--- config.mk ---
export PLATFORM = sky130hd
export DESIGN_NAME = floppy_soft_switch_controller
export DESIGN_NICKNAME = d
export VERILOG_FILES = /design/src/hw/rtl/fsc_pkg.sv /design/src/hw/rtl/fsc_decode.sv /design/src/hw/rtl/fsc_motor.sv /design/src/hw/rtl/fsc_data.sv /design/src/hw/rtl/floppy_soft_switch_controller.sv
export SDC_FILE = /design/constraint.sdc
export NUM_CORES = 1
export LEC_CHECK = 0
export ABC_AREA = 1
export BUFFER_PORTS_ARGS = -buffer_cell sky130_fd_sc_hd__buf_4
export CAP_MARGIN = 20
export CORE_MARGIN = 2
export CORE_UTILIZATION = 55
export DETAILED_ROUTE_END_ITERATION = 8
export PLACE_DENSITY_LB_ADDON = 0.15
export SYNTH_ARGS = -nofsm -noshare
export SYNTH_HDL_FRONTEND = slang
export SYNTH_HIERARCHICAL = 1
export SYNTH_SLANG_ARGS = --single-unit
--- constraint.sdc ---
create_clock -name clk -period 10.82 [get_ports clk]
set_input_delay 2.164 -clock clk [delete_from_list [all_inputs] [get_ports clk]]
set_output_delay 2.164 -clock clk [all_outputs]
set_load 0.005 [all_outputs]
--- src/hw/rtl/fsc_pkg.sv ---
// Shared types and constants of the floppy soft-switch controller.
// Used by every module under hw/rtl; depends on nothing.
package fsc_pkg;

  localparam int ELAPSED_W = 24;
  localparam logic [ELAPSED_W-1:0] DELAY_RESET   = 24'd1020484;
  localparam logic [ELAPSED_W-1:0] ELAPSED_MAX   = 24'hFFFFFF;

  // Request kinds carried in the opcode field
  typedef enum logic [1:0] {
    OP_TICK  = 2'd0,
    OP_READ  = 2'd1,
    OP_WRITE = 2'd2
  } opcode_t;

  // Spindle commands sent to the disk side
  typedef enum logic [1:0] {
    SPIN_NONE  = 2'd0,
    SPIN_START = 2'd1,
    SPIN_STOP  = 2'd2
  } spin_cmd_t;

  // Soft switch numbers
  localparam logic [3:0] SW_PHASE_LAST = 4'd7;
  localparam logic [3:0] SW_MOTOR_OFF  = 4'd8;
  localparam logic [3:0] SW_MOTOR_ON   = 4'd9;
  localparam logic [3:0] SW_DRIVE0     = 4'd10;
  localparam logic [3:0] SW_DRIVE1     = 4'd11;
  localparam logic [3:0] SW_Q6_CLR     = 4'd12;
  localparam logic [3:0] SW_Q6_SET     = 4'd13;
  localparam logic [3:0] SW_Q7_CLR     = 4'd14;
  localparam logic [3:0] SW_Q7_SET     = 4'd15;

  // Request fields, highest bits first (opcode sits in the lowest bits)
  typedef struct packed {
    logic       write_protect;
    logic [3:0] disk_bit_count;
    logic [7:0] disk_bits;
    logic [7:0] tick_cycles;
    logic [3:0] switch_address;
    logic [1:0] opcode;
  } item_t;

  // Decoded request, one flag per action
  typedef struct packed {
    logic is_tick;
    logic is_read;
    logic phase;
    logic motor_off;
    logic motor_on;
    logic drive_sel;
    logic q6_clr;
    logic q6_set;
    logic q7_clr;
    logic q7_set;
  } decode_t;

  typedef struct packed {
    spin_cmd_t spin_cmd;
    logic      spin_drive;
    logic      active_drive;
    logic      running_next;
  } motor_res_t;

  // Result fields, highest bits first (read_data sits in the lowest bits)
  typedef struct packed {
    logic       active_drive;
    logic       spin_drive;
    spin_cmd_t  spin_cmd;
    logic       phase_on;
    logic [1:0] phase_index;
    logic       phase_cmd_valid;
    logic [7:0] read_data;
  } result_t;

endpackage

--- src/hw/rtl/fsc_decode.sv ---
// Request decoder: opcode and soft switch number to action flags.
// Depends on fsc_pkg.
module fsc_decode
  import fsc_pkg::*;
(
  input  logic [1:0] opcode,
  input  logic [3:0] switch_address,
  output decode_t    dec
);

  logic access;

  // Classify the request kind
  always_comb begin
    dec    = '0;
    access = 1'b0;
    case (opcode)
      OP_TICK: begin
        dec.is_tick = 1'b1;
      end
      OP_READ: begin
        dec.is_read = 1'b1;
        access      = 1'b1;
      end
      OP_WRITE: begin
        access = 1'b1;
      end
      default: begin
        access = 1'b0;
      end
    endcase

    // Decode the switch on bus accesses
    if (access) begin
      dec.phase     = switch_address inside {[4'd0:SW_PHASE_LAST]};
      dec.motor_off = (switch_address == SW_MOTOR_OFF);
      dec.motor_on  = (switch_address == SW_MOTOR_ON);
      dec.drive_sel = switch_address inside {SW_DRIVE0, SW_DRIVE1};
      dec.q6_clr    = (switch_address == SW_Q6_CLR);
      dec.q6_set    = (switch_address == SW_Q6_SET);
      dec.q7_clr    = (switch_address == SW_Q7_CLR);
      dec.q7_set    = (switch_address == SW_Q7_SET);
    end
  end

endmodule

--- src/hw/rtl/fsc_motor.sv ---
// Motor start/stop timers and drive selection.
// Depends on fsc_pkg; fed by fsc_decode.
module fsc_motor
  import fsc_pkg::*;
(
  input  logic                 clk,
  input  logic                 rst,
  input  logic                 fire,
  input  decode_t              dec,
  input  logic                 sel_drive,
  input  logic [7:0]           tick_cycles,
  input  logic [ELAPSED_W-1:0] motor_delay_cycles,
  output motor_res_t           res
);

  logic                 motor_running, motor_running_next;
  logic                 start_pending, start_pending_next;
  logic                 stop_pending, stop_pending_next;
  logic [ELAPSED_W-1:0] start_elapsed, start_elapsed_next;
  logic [ELAPSED_W-1:0] stop_elapsed, stop_elapsed_next;
  logic                 current_drive, current_drive_next;
  logic                 pending_drive, pending_drive_next;
  logic [ELAPSED_W:0]   sum;
  logic [ELAPSED_W-1:0] sum_sat;

  // Shared saturating add: start timer wins when both are pending
  always_comb begin
    sum     = {1'b0, (start_pending ? start_elapsed : stop_elapsed)}
              + {{(ELAPSED_W-7){1'b0}}, tick_cycles};
    sum_sat = sum[ELAPSED_W] ? ELAPSED_MAX : sum[ELAPSED_W-1:0];
  end

  // Next state and command outputs
  always_comb begin
    motor_running_next = motor_running;
    start_pending_next = start_pending;
    stop_pending_next  = stop_pending;
    start_elapsed_next = start_elapsed;
    stop_elapsed_next  = stop_elapsed;
    current_drive_next = current_drive;
    pending_drive_next = pending_drive;
    res.spin_cmd       = SPIN_NONE;
    res.spin_drive     = 1'b0;

    if (dec.is_tick) begin
      if (start_pending) begin
        start_elapsed_next = sum_sat;
        if (sum_sat >= motor_delay_cycles) begin
          start_pending_next = 1'b0;
          motor_running_next = 1'b1;
        end
        current_drive_next = pending_drive;
      end else if (stop_pending) begin
        stop_elapsed_next = sum_sat;
        if (sum_sat >= motor_delay_cycles) begin
          stop_pending_next  = 1'b0;
          motor_running_next = 1'b0;
          res.spin_cmd       = SPIN_STOP;
          res.spin_drive     = current_drive;
        end
        current_drive_next = pending_drive;
      end
    end

    if (dec.phase) begin
      res.spin_drive = current_drive;
    end

    if (dec.motor_off) begin
      start_pending_next = 1'b0;
      stop_pending_next  = 1'b1;
      stop_elapsed_next  = '0;
    end

    if (dec.motor_on) begin
      stop_pending_next  = 1'b0;
      start_pending_next = 1'b1;
      start_elapsed_next = '0;
      res.spin_cmd       = SPIN_START;
      res.spin_drive     = current_drive;
    end

    // Drive change while spinning forces a stop of the old drive
    if (dec.drive_sel) begin
      pending_drive_next = sel_drive;
      if (motor_running && (current_drive != sel_drive)) begin
        stop_pending_next = 1'b1;
        stop_elapsed_next = '0;
      end
    end

    res.active_drive = current_drive_next;
    res.running_next = motor_running_next;
  end

  // Hold state between accepted requests
  always_ff @(posedge clk) begin
    if (rst) begin
      motor_running <= 1'b0;
      start_pending <= 1'b0;
      stop_pending  <= 1'b0;
      start_elapsed <= '0;
      stop_elapsed  <= '0;
      current_drive <= 1'b0;
      pending_drive <= 1'b0;
    end else if (fire) begin
      motor_running <= motor_running_next;
      start_pending <= start_pending_next;
      stop_pending  <= stop_pending_next;
      start_elapsed <= start_elapsed_next;
      stop_elapsed  <= stop_elapsed_next;
      current_drive <= current_drive_next;
      pending_drive <= pending_drive_next;
    end
  end

  a_motor_on_restarts: assert property (@(posedge clk) disable iff (rst)
    fire && dec.motor_on |=> start_pending && !stop_pending && start_elapsed == '0)
    else $error("motor-on switch did not restart the start timer");

  a_tick_copies_drive: assert property (@(posedge clk) disable iff (rst)
    fire && dec.is_tick && (start_pending || stop_pending)
      |=> current_drive == $past(pending_drive))
    else $error("tick with pending motor change did not copy the drive");

  a_run_from_start: assert property (@(posedge clk) disable iff (rst)
    $rose(motor_running) |-> $past(fire && dec.is_tick && start_pending))
    else $error("motor started without a pending start on a tick");

endmodule

--- src/hw/rtl/fsc_data.sv ---
// Read latch, Q6/Q7 latches, status register and read data.
// Depends on fsc_pkg; fed by fsc_decode and fsc_motor.
module fsc_data
  import fsc_pkg::*;
(
  input  logic       clk,
  input  logic       rst,
  input  logic       fire,
  input  decode_t    dec,
  input  logic       running_next,
  input  logic [7:0] disk_bits,
  input  logic [3:0] disk_bit_count,
  input  logic       write_protect,
  output logic [7:0] read_data
);

  logic [7:0] read_latch, read_latch_next;
  logic       q6, q6_next;
  logic       q7, q7_next;
  logic       status_wp, status_wp_next;
  logic [7:0] latch_base;
  logic [7:0] latch_shift;

  // Shift disk bits into the latch; clear it first once a byte is complete
  always_comb begin
    latch_base      = read_latch[7] ? 8'd0 : read_latch;
    latch_shift     = latch_base << disk_bit_count;
    read_latch_next = read_latch;
    if (dec.is_tick && running_next && (disk_bit_count != 4'd0)) begin
      read_latch_next = latch_shift | disk_bits;
    end
  end

  // Update Q6/Q7 and sample write protect while in sense mode
  always_comb begin
    q6_next = q6;
    q7_next = q7;
    if (dec.q6_clr) q6_next = 1'b0;
    if (dec.q6_set) q6_next = 1'b1;
    if (dec.q7_clr) q7_next = 1'b0;
    if (dec.q7_set) q7_next = 1'b1;
    status_wp_next = status_wp;
    if ((dec.q6_clr || dec.q6_set || dec.q7_clr || dec.q7_set) && q6_next) begin
      status_wp_next = write_protect;
    end
  end

  // Select read data
  always_comb begin
    read_data = 8'd0;
    if (dec.is_read && dec.q6_clr && !q7) begin
      read_data = read_latch;
    end else if (dec.is_read && dec.q7_clr && q6) begin
      read_data = {status_wp_next, 7'd0};
    end
  end

  always_ff @(posedge clk) begin
    if (rst) begin
      read_latch <= 8'd0;
      q6         <= 1'b0;
      q7         <= 1'b0;
      status_wp  <= 1'b0;
    end else if (fire) begin
      read_latch <= read_latch_next;
      q6         <= q6_next;
      q7         <= q7_next;
      status_wp  <= status_wp_next;
    end
  end

  a_q6_set_samples_wp: assert property (@(posedge clk) disable iff (rst)
    fire && dec.q6_set |=> q6 && status_wp == $past(write_protect))
    else $error("Q6 set did not sample write protect");

  a_latch_frozen_stopped: assert property (@(posedge clk) disable iff (rst)
    fire && !running_next |=> $stable(read_latch))
    else $error("read latch moved while the motor was stopped");

endmodule

--- src/hw/rtl/floppy_soft_switch_controller.sv ---
// Top level of the floppy soft-switch controller: request register, decode,
// motor and data units, result register. Depends on fsc_pkg, fsc_decode,
// fsc_motor and fsc_data.
//
//  Channel   Dir  Handshake           Payload
//  s_*       in   s_tvalid/s_tready   s_tdata[26:0]: request fields
//  m_*       out  m_tvalid/m_tready   m_tdata[15:0]: result fields
//  cfg_*     in   cfg_we              cfg_wdata[23:0]: motor delay in cycles
//
// One request per clock while the output is not stalled; each passes through the
// request register, then decode and state update into the result register.
// A stalled output holds the result register, then the request register;
// s_tready stays high while either has room.
// rst clears both registers' valid flags, all controller state, and loads
// the motor delay with its default.
module floppy_soft_switch_controller
  import fsc_pkg::*;
(
  input  logic        clk,
  input  logic        rst,
  input  logic        s_tvalid,
  output logic        s_tready,
  // [1:0] opcode, [5:2] switch_address, [13:6] tick_cycles, [21:14] disk_bits,
  // [25:22] disk_bit_count, [26] write_protect, [31:27] zero
  input  logic [31:0] s_tdata,
  output logic        m_tvalid,
  input  logic        m_tready,
  // [7:0] read_data, [8] phase_cmd_valid, [10:9] phase_index, [11] phase_on,
  // [13:12] spin_cmd, [14] spin_drive, [15] active_drive
  output logic [15:0] m_tdata,
  input  logic        cfg_we,
  input  logic [23:0] cfg_wdata
);

  item_t                item;
  logic                 in_valid;
  logic                 out_valid;
  result_t              result, result_next;
  logic                 out_free;
  logic                 fire;
  logic [ELAPSED_W-1:0] motor_delay_cycles;
  decode_t              dec;
  motor_res_t           mres;
  logic [7:0]           read_data;

  // Advance when the result register has room
  assign out_free = !out_valid || m_tready;
  assign fire     = in_valid && out_free;
  assign s_tready = !in_valid || out_free;

  // Configuration register
  always_ff @(posedge clk) begin
    if (rst) begin
      motor_delay_cycles <= DELAY_RESET;
    end else if (cfg_we) begin
      motor_delay_cycles <= cfg_wdata;
    end
  end

  // Request register
  always_ff @(posedge clk) begin
    if (rst) begin
      in_valid <= 1'b0;
    end else if (s_tready) begin
      in_valid <= s_tvalid;
    end
  end

  always_ff @(posedge clk) begin
    if (s_tready && s_tvalid) begin
      item <= s_tdata[$bits(item_t)-1:0];
    end
  end

  fsc_decode u_decode (
    .opcode         (item.opcode),
    .switch_address (item.switch_address),
    .dec            (dec)
  );

  fsc_motor u_motor (
    .clk                (clk),
    .rst                (rst),
    .fire               (fire),
    .dec                (dec),
    .sel_drive          (item.switch_address[0]),
    .tick_cycles        (item.tick_cycles),
    .motor_delay_cycles (motor_delay_cycles),
    .res                (mres)
  );

  fsc_data u_data (
    .clk            (clk),
    .rst            (rst),
    .fire           (fire),
    .dec            (dec),
    .running_next   (mres.running_next),
    .disk_bits      (item.disk_bits),
    .disk_bit_count (item.disk_bit_count),
    .write_protect  (item.write_protect),
    .read_data      (read_data)
  );

  // Assemble the result
  always_comb begin
    result_next.read_data       = read_data;
    result_next.phase_cmd_valid = dec.phase;
    result_next.phase_index     = dec.phase ? item.switch_address[2:1] : 2'd0;
    result_next.phase_on        = dec.phase & item.switch_address[0];
    result_next.spin_cmd        = mres.spin_cmd;
    result_next.spin_drive      = mres.spin_drive;
    result_next.active_drive    = mres.active_drive;
  end

  // Result register
  always_ff @(posedge clk) begin
    if (rst) begin
      out_valid <= 1'b0;
    end else if (out_free) begin
      out_valid <= in_valid;
    end
  end

  always_ff @(posedge clk) begin
    if (fire) begin
      result <= result_next;
    end
  end

  assign m_tvalid = out_valid;
  assign m_tdata  = result;

  a_ready_when_room: assert property (@(posedge clk) disable iff (rst)
    !out_valid |-> s_tready)
    else $error("request side stalled with an empty result register");

  a_result_follows: assert property (@(posedge clk) disable iff (rst)
    fire |=> out_valid)
    else $error("processed request produced no result");

endmodule

==> results of run 1 <==
-- critical path, delay by kind of cell (launching register included) --
kind / cells / cell delay, ps
AO/OA/AOI/OAI: 4 / 700
adder cells (fa/ha/maj): 3 / 1010
buffers and inverters: 4 / 570
flip-flops: 1 / 300
AND/OR/NAND/NOR: 17 / 2220
-- path summary, 6_finish.rpt --
path | to | slack [ps] | cells past startpoint
min reg2reg | motor_delay_cycles[18]$_SDFFE_PP1P_ | 460 | 2
max | u_data/read_latch[6]$_SDFFE_PP0P_ | 5880 | 28
max reg2reg | u_data/read_latch[6]$_SDFFE_PP0P_ | 5880 | 28
min | motor_delay_cycles[18]$_SDFFE_PP1P_ | 460 | 2
-- sequential cells by signal (all words and copies together) (netlist names) --
signal and count:
u_motor/stop_pending 1, m_tvalid 1, motor_delay_cycles 24, u_motor/start_pending 1
m_tdata 16, u_motor/start_elapsed 24, u_data/q6 1, u_data/q7 1
u_motor/pending_drive 1, u_motor/stop_elapsed 24, u_data/status_wp 1, u_data/read_latch 8
u_motor/current_drive 1, item 27, u_motor/motor_running 1, in_valid 1
-- layout make-up --
cell class / count / area (um^2)
Sequential cell: 133 / 3090
Fill cell: 1250 / 4940
Clock inverter: 11 / 134
Multi-Input combinational cell: 768 / 3820
Inverter: 134 / 503
Tap cell: 180 / 225
Clock buffer: 21 / 450
Timing Repair Buffer: 78 / 613
-- layout by cell type (no fill, tap or decap), types with 17 or more instances in the layout --
cell type    n
nand2_1    312
inv_1      127
a21oi_1    111
nor2_1     106
dfxtp_1     90
buf_4       76
nand3_1     71
edfxtp_1    43
o21ai_0     41
ha_1        34
clkbuf_16   17
-- routing by layer --
layer | GRT usage | part of all wire | up-vias
li1 | - | - | 3579
met1 | 0.302 | 0.45 | 3073
met2 | 0.423 | 0.48 | 182
met3 | 0.0571 | 0.055 | 27
met4 | 0.0862 | 0.019 | 0
met5 | 0 | 0 | -
-- kinds of logic (layout without fill, tap and decap cells) --
kind of cell,after synthesis,count (layout),share of synthesized area
compound gates,190,190,0.133
fa+ha+maj,35,35,0.0581
buf+inv,176,244,0.0989
xor+xnor,7,7,0.00800
flops,133,133,0.403
simple gates,536,536,0.298
-- power groups by stage --
stage               clock network (mW)  registers [mW]  logic [mW]
detailed placement                   0           0.557       0.124
finish                           0.575           0.546       0.126
CTS                              0.587           0.547       0.125
global placement                     0           0.556       0.122
global route                     0.607           0.549       0.144
floorplan                            0           0.554      0.0869
-- metrics by stage --
stage	power (mW)	instance area, um^2	std cells	hold slack [ps]	setup WS [ps]
global placement	0.679	8210	1291	439	5620
floorplan	0.641	7670	1077	429	6260
finish	1.25	8840	1325	457	5880
global route	1.30	8840	1325	482	5350
detailed placement	0.681	8230	1292	446	5870
CTS	1.26	8810	1324	461	5840
==> metrics.yaml, run 1 <==
end_kind: "flip-flop"
portBuffers: 73
async_reset_ff_frac: 0
hold_viol: 0
p_seq_frac: 0.438
synth-seq-cells: 133
syn-cell-area_mm2: 0.00767
finish.utilization: 0.642
peakVddDrop_mv: 0.107
final.min_clock_period_ps: 4940
top_level_ports: 79
relSlewSlack: 0.313
htree_num_levels: 4
cts.sinks: 133
worstPathMaxFanout: 48
fmax_mhz: 202
synth_area_leaders: "dfxtp_1 24%, edfxtp_1 17%, nand2_1 15%"
crit_path_start: "u_motor/start_pending$_SDFFE_PP0P_"
rsz0062_at_grt: "false"
fin_skew_ps: 7.29
dieWidth_um: 122
netSwitchingFraction: 0.239
diodes: 0
grt_pass1_wl_um: 28800
p_int_mw: 0.950
overflow: 0
hold_buffers: 0
path_clk_slew_ps: 60
period_share: 0.457
clk_path_buf_depth: 2
status: "finished clean"
cts_tree: "done"
die-area_mm2: 0.0149
power_density_mw_per_mm2: 141
vias: 6861
maxCapViolCount: 0
required_ps: 11140
setup_viol: 0
synth_top_area_share: 0.235
core-area_mm2: 0.0138
hp-class: "flip-flop to flip-flop"
cts_setup_buffers: 0
synthTopCellsByCount: "312 x nand2_1, 127 x inv_1, 112 x a21oi_1, 106 x nor2_1, 90 x dfxtp_1"
wl_per_cell_um: 13.2
dr.pass1.iters: 5
clkLatencyLatePin_ps: 420
cts_buffers: 17
yosysTopAreaCell: "dfxtp_1"
grt_pass1_vias: 6214
yosysMostFrequentCell: "nand2_1"
initial_utilization: 0.557
synth.avg_cell_area_um2: 7.12
vias_per_cell: 5.18
grt_max_degree: 61
synth-seq-area-share: 0.403
die_h_um: 122
crit_type: "flip-flop to flip-flop"
cts-root-buf: "clkbuf_16"
leakage_nw: 3.96
ys_warn_count: 6
power_frac_clock: 0.461
p_comb_frac: 0.101
track_usage: 0.246
fin_tns_setup_ps: 0
crit_path_frequent_cell: "nand2_1"
antenna_found_initial: 0
area_growth_pct: 15.3
synth-main-ff-cell: "dfxtp_1"
layout-drive-gt1-share: 0.134
ys_types: 38
r2r_start: "u_motor/start_pending$_SDFFE_PP0P_"
synth_nets: 1173
synth_edf_count: 43
gp_congestion: 0.884
dpl.hpwl_um: 11900
hold_start: "motor_delay_cycles[18]$_SDFFE_PP1P_"
tightestPinTransition_ps: 1030
crit_slowest_cell: "buf_4"
finalWirelength_um: 17500
switchingPower_mw: 0.298
arrival_ps: 5260
slowest_delay_ps: 440
syn_inst: 1077
slew_viol_final: 0
cts_resized: 0
drt_iter0_drc: 524
drtAntennaViolNets: 0
cp-start-kind: "flip-flop"
nNetsFinal: 1228
remaining_drc_errors: 0
fp-row-count: 43
Note: power is estimated with default switching activity, not from simulation.
==> run 2, diff against run 1 <==
- clock period: 10.82 -> 4.9 ns (I/O delays scaled with it)
==> run 2 against run 1 <==
  * Total power is 110% higher
  * Combinational power up 120%
  * Worst setup slack worse by 5400 ps
  * Cell count is 0.23% higher
  * Sequential power increased by 120%
  * Maximum frequency increased by 11%
  * Highest routed layer unchanged
==> metrics.yaml, run 2 (synthesis results as in run 1) <==
dr.pass1.iters: 8  # +3
crit_type: "flip-flop to flip-flop"
reg2reg_depth: 27  # -3.6%
hold-path-endpoint: "motor_delay_cycles[18]$_SDFFE_PP1P_"
hold_viol: 0  # unchanged
overflow: 0  # unchanged
hold_start: "motor_delay_cycles[18]$_SDFFE_PP1P_"
gp_congestion: 0.934  # +5.7%
relSlewSlack: 0.426  # +0.112
remaining_drc_errors: 0  # unchanged
fin_hold_ws_ps: 452  # -4.12 ps
top_level_ports: 79  # unchanged
cts_resized: 0  # unchanged
peakVddDrop_mv: 0.278  # +160%
slew_viol_final: 0  # unchanged
cts_buffers: 17  # unchanged
regMostFlops: "item"
rsz0062_at_grt: "false"
die-area_mm2: 0.0149  # unchanged
fin_skew_ps: 8.44  # +1.15 ps
dieWidth_um: 122  # unchanged
dpl_worst_slack_ps: 465  # -5400 ps
clkLatencyLatePin_ps: 420  # about the same
r2r_start: "u_motor/start_pending$_SDFFE_PP0P_"
fill_cells: 1262  # +0.96%
power_density_mw_per_mm2: 302  # +110%
required_ps: 5220  # -5920 ps
htree_num_levels: 4  # unchanged
clk_path_buf_depth: 2  # unchanged
leakage_nw: 3.95  # -0.27%
track_usage: 0.246  # about the same
cts-root-buf: "clkbuf_16"
core-area_mm2: 0.0138  # unchanged
finish.utilization: 0.641  # about the same
die_h_um: 122  # unchanged
fin_tns_setup_ps: 0  # unchanged
worstPathMaxFanout: 16  # -67%
end_kind: "flip-flop"
vias_per_cell: 5.16  # -0.39%
nNetsFinal: 1231  # +0.24%
grt_pass1_wl_um: 29000  # +0.67%
area_growth_pct: 15.2  # about the same
grt_pass1_vias: 6323  # +1.8%
drt_iter0_drc: 486  # -7.3%
final_common_cell: "nand2_1"
multi_input_area_mm2: 0.00382  # unchanged
layout-drive-gt1-share: 0.138  # +0.00313
hold_buffers: 0  # unchanged
antenna_found_initial: 0  # unchanged
maxCapViolCount: 0  # unchanged
cts.sinks: 133  # unchanged
drtAntennaViolNets: 0  # unchanged
regArea_mm2: 0.00309  # unchanged
dpl.hpwl_um: 11900  # about the same
portBuffers: 73  # unchanged
hp-class: "flip-flop to flip-flop"
final.min_clock_period_ps: 4440  # -499 ps
cp-start-kind: "flip-flop"
final_cell_mix: "312 x nand2_1, 127 x inv_1, 111 x a21oi_1, 106 x nor2_1, 90 x dfxtp_1"
fp-row-count: 43  # unchanged
cts_setup_buffers: 0  # unchanged
r2r-end: "u_data/read_latch[6]$_SDFFE_PP0P_"
period_share: 0.907  # +0.450
diodes: 0  # unchanged
arrival_ps: 4770  # -490 ps
vias: 6850  # -0.16%
fin_ws_ps: 455  # -5420 ps
finalWirelength_um: 17400  # -0.62%
largest_reg_flops: 27  # unchanged
status: "finished clean"
wl_per_cell_um: 13.1  # -0.84%
initial_utilization: 0.557  # unchanged
r2r_setup_slack_ps: 460  # -5420 ps
cts_tree: "done"
setup_viol: 0  # unchanged
grt_max_degree: 61  # unchanged
holdPathStages: 2  # unchanged
tightestPinTransition_ps: 861  # -168 ps
fmax_mhz: 225  # +11%
path_clk_slew_ps: 60  # about the same
==> run 2: cell types whose count changed in the layout (fill, tap and decap cells not counted), moves of 2 or more <==
cell / delta
buf_4: +3
bufinv_16: -2
clkinv_1: -2
clkinvlp_4: +3
==> run 2: stage by stage <==
step | cell area [um^2] | power, mW | std cells
after CTS | 8800 | 2.69 | 1327
after global placement | 8250 | 1.50 | 1295
after floorplan | 7670 | 1.41 | 1077
after global routing | 8830 | 2.79 | 1328
final | 8830 | 2.67 | 1328
after detailed placement | 8250 | 1.51 | 1295
==> run 2: power breakdown <==
| group | internal [mW] | switching [mW] | leakage (nW) |
|---|---|---|---|
| clock network | 0.719 | 0.458 | 0.261 |
| logic | 0.112 | 0.171 | 2.53 |
| registers | 1.18 | 0.0243 | 1.15 |
| total | 2.01 | 0.654 | 3.95 |
==> run 2: final cells by class <==
cell class,instances,share of cell area
Timing Repair Buffer,81,0.0726
Inverter,134,0.0570
Sequential cell,133,0.350
Clock buffer,23,0.0530
Multi-Input combinational cell,768,0.433
Tap cell,180,0.0255
Clock inverter,9,0.00907
==> run 2: metal layers <==
| metal | GRT usage | part of all wire | up-vias |
|---|---|---|---|
| li1 | - | - | 3581 |
| met1 | 0.311 | 0.45 | 3068 |
| met2 | 0.411 | 0.47 | 174 |
| met3 | 0.0468 | 0.049 | 27 |
| met4 | 0.107 | 0.023 | 0 |
| met5 | 0 | 0 | - |
==> run 2: how the worst max path moves through the flow <==
stage | from | end | depth (start not counted)
4_1_cts | u_motor/start_pending$_SDFFE_PP0P_ | u_data/read_latch[6]$_SDFFE_PP0P_ | 27
2_1_floorplan | u_motor/start_pending$_SDFFE_PP0P_ | u_data/read_latch[0]$_SDFFE_PP0P_ | 34
3_5_place_dp | u_motor/start_pending$_SDFFE_PP0P_ | u_data/read_latch[6]$_SDFFE_PP0P_ | 27
3_3_place_gp | u_motor/start_pending$_SDFFE_PP0P_ | u_data/read_latch[7]$_SDFFE_PP0P_ | 27
6_report | u_motor/start_pending$_SDFFE_PP0P_ | u_data/read_latch[6]$_SDFFE_PP0P_ | 27
5_1_grt | u_motor/start_pending$_SDFFE_PP0P_ | u_data/read_latch[6]$_SDFFE_PP0P_ | 29
==> run 2: worst max-delay path: stages, from the launching register on <==
cell	delay (ps)
dfxtp_1	350
buf_12	160
o21ai_0	320
fa_1	280
nand3_1	90
nand2_1	140
nand2_1	100
nand2_2	160
nand2_2	100
nor2_4	120
nand3_2	260
nand3_1	270
ha_1	270
nand2_1	70
inv_1	40
nor2_1	70
o21ai_0	70
a21oi_1	140
nand4_1	260
nand2_1	210
nand2_1	110
inv_1	60
nand3_1	80
a21o_4	280
nor2_1	110
nand3_1	90
nand2_1	60
inv_1	30
==> run 3, diff against run 2 <==
- PLACE_DENSITY: not set -> 0.72
- PLACE_DENSITY_LB_ADDON: 0.15 -> not set
==> run 3 against run 2 <==
  * First-iteration DRC count up 23%
  * Die area stayed put
  * Global-route usage increased by 0.85 points
  * Sequential share of layout area is 0.13 points lower
  * Highest routed layer unchanged
==> metrics.yaml, run 3 (synthesis results as in run 1) <==
status: "finished clean"
die-area_mm2: 0.0149  # unchanged
netSwitchingFraction: 0.240  # -0.00496
path_clk_slew_ps: 60  # about the same
drt_iter0_drc: 599  # +23%
dpl.hpwl_um: 12100  # +2.3%
hold_buffers: 0  # unchanged
remaining_drc_errors: 0  # unchanged
track_usage: 0.255  # +0.00846
finish.utilization: 0.644  # +0.00263
cts_buffers: 17  # unchanged
power_density_mw_per_mm2: 310  # +2.7%
final.min_clock_period_ps: 4530  # +86.8 ps
cts_resized: 0  # unchanged
fmax_mhz: 221  # -1.9%
dpl_worst_slack_ps: 387  # -77.5 ps
htree_num_levels: 4  # unchanged
setup_viol: 0  # unchanged
cts.sinks: 133  # unchanged
diodes: 0  # unchanged
period_share: 0.925  # +0.0177
end_kind: "flip-flop"
dr.pass1.iters: 6  # -2
cts_setup_buffers: 0  # unchanged
arrival_ps: 4850  # +80 ps
tightestPinTransition_ps: 1090  # +226 ps
required_ps: 5220  # about the same
peakVddDrop_mv: 0.256  # -7.9%
grt_max_degree: 61  # unchanged
crit_slowest_cell: "dfxtp_2"
clk_path_buf_depth: 2  # unchanged
gp_congestion: 0.906  # -3.0%
cp-start-kind: "flip-flop"
slowest_delay_ps: 430  # +80 ps
largest_reg_flops: 27  # unchanged
clkLatencyLatePin_ps: 420  # about the same
antenna_found_initial: 0  # unchanged
vias_per_cell: 5.20  # +0.77%
core-area_mm2: 0.0138  # unchanged
crit_path_frequent_cell: "nand2_1"
hold_viol: 0  # unchanged
overflow: 0  # unchanged
fin_tns_setup_ps: 0  # unchanged
final_cell_mix: "312 x nand2_1, 127 x inv_1, 111 x a21oi_1, 106 x nor2_1, 89 x dfxtp_1"
wl_per_cell_um: 13.6  # +3.6%
p_int_mw: 2.09  # +3.8%
hp-class: "flip-flop to flip-flop"
layout-drive-gt1-share: 0.142  # +0.00423
fill_cells: 1292  # +2.4%
worstPathMaxFanout: 16  # unchanged
fin_ws_ps: 368  # -86.8 ps
grt_pass1_wl_um: 29900  # +3.2%
leakage_nw: 3.98  # +0.78%
reg2reg_depth: 28  # +3.7%
relSlewSlack: 0.275  # -0.151
holdPathStages: 2  # unchanged
drtAntennaViolNets: 0  # unchanged
area_growth_pct: 15.6
final_common_cell: "nand2_1"
rsz0062_at_grt: "false"
fin_skew_ps: 7.74  # -0.697 ps
finalWirelength_um: 18000  # +3.7%
p_comb_frac: 0.104  # -0.002
crit_type: "flip-flop to flip-flop"
initial_utilization: 0.557  # unchanged
grt_pass1_vias: 6398  # +1.2%
p_seq_frac: 0.439  # -0.013
switchingPower_mw: 0.661  # +1.1%
portBuffers: 73  # unchanged
top_level_ports: 79  # unchanged
die_h_um: 122  # unchanged
power_frac_clock: 0.458  # +0.017
dieWidth_um: 122  # unchanged
fp-row-count: 43  # unchanged
vias: 6908  # +0.85%
nNetsFinal: 1232  # +0.081%
cts-root-buf: "clkbuf_16"
regMostFlops: "item"
cts_tree: "done"
maxCapViolCount: 0  # unchanged
slew_viol_final: 0  # unchanged
## run 3: cell types whose count changed in the layout (fill, tap and decap cells not counted), sizes merged
| cell | previous run | this run |
|---|---|---|
| buf | 81 | 82 |
| bufinv | 1 | 2 |
| clkinvlp | 3 | 2 |
## run 3: cell type report
type | instances | area [um^2] | share of cell area
clock buffers | 23 | 488 | 0.0550
inverters | 134 | 503 | 0.0567
flip-flops and latches | 133 | 3090 | 0.349
repair buffers | 82 | 636 | 0.0717
multi-input cells | 768 | 3820 | 0.431
clock inverters | 9 | 100 | 0.0113
well taps | 180 | 225 | 0.0254
## run 3: final timing paths
check	startpoint	endpoint	slack [ps]
setup reg to reg	u_motor/start_pending$_SDFFE_PP0P_	u_data/read_latch[7]$_SDFFE_PP0P_	370
hold / removal	u_motor/pending_drive$_SDFFE_PP0P_	u_motor/pending_drive$_SDFFE_PP0P_	460
hold reg to reg	u_motor/pending_drive$_SDFFE_PP0P_	u_motor/pending_drive$_SDFFE_PP0P_	460
setup / recovery	u_motor/start_pending$_SDFFE_PP0P_	u_data/read_latch[7]$_SDFFE_PP0P_	370
## run 3: power groups by stage
stage	registers [mW]	clock network, mW	logic [mW]
2_1_floorplan	1.22	0	0.192
3_3_place_gp	1.23	0	0.272
3_5_place_dp	1.23	0	0.278
4_1_cts	1.21	1.28	0.282
5_1_grt	1.21	1.33	0.326
6_report	1.21	1.26	0.285
## run 3: stage by stage
step,std cells,hold slack [ps],area (um^2),total power [mW]
after floorplan,1077,429,7670,1.41
after global placement,1296,439,8250,1.50
after detailed placement,1296,447,8250,1.51
after CTS,1328,459,8840,2.77
after global routing,1329,484,8860,2.87
final,1329,455,8860,2.75
## run 3: worst max-delay path, delay by kind of cell (launching register included)
kind	cells	cell delay, ps
buffers and inverters	4	360
adder cells (fa/ha/maj)	2	710
AND/OR/NAND/NOR	17	2100
AO/OA/AOI/OAI	5	820
flip-flops	1	430
## run 3: routing by layer
layer | global-route usage | routed length [um] | part of all wire
met1 | 0.317 | 8120 | 0.45
met2 | 0.439 | 8780 | 0.49
met3 | 0.0515 | 900 | 0.050
met4 | 0.0884 | 248 | 0.014
met5 | 0 | 0 | 0
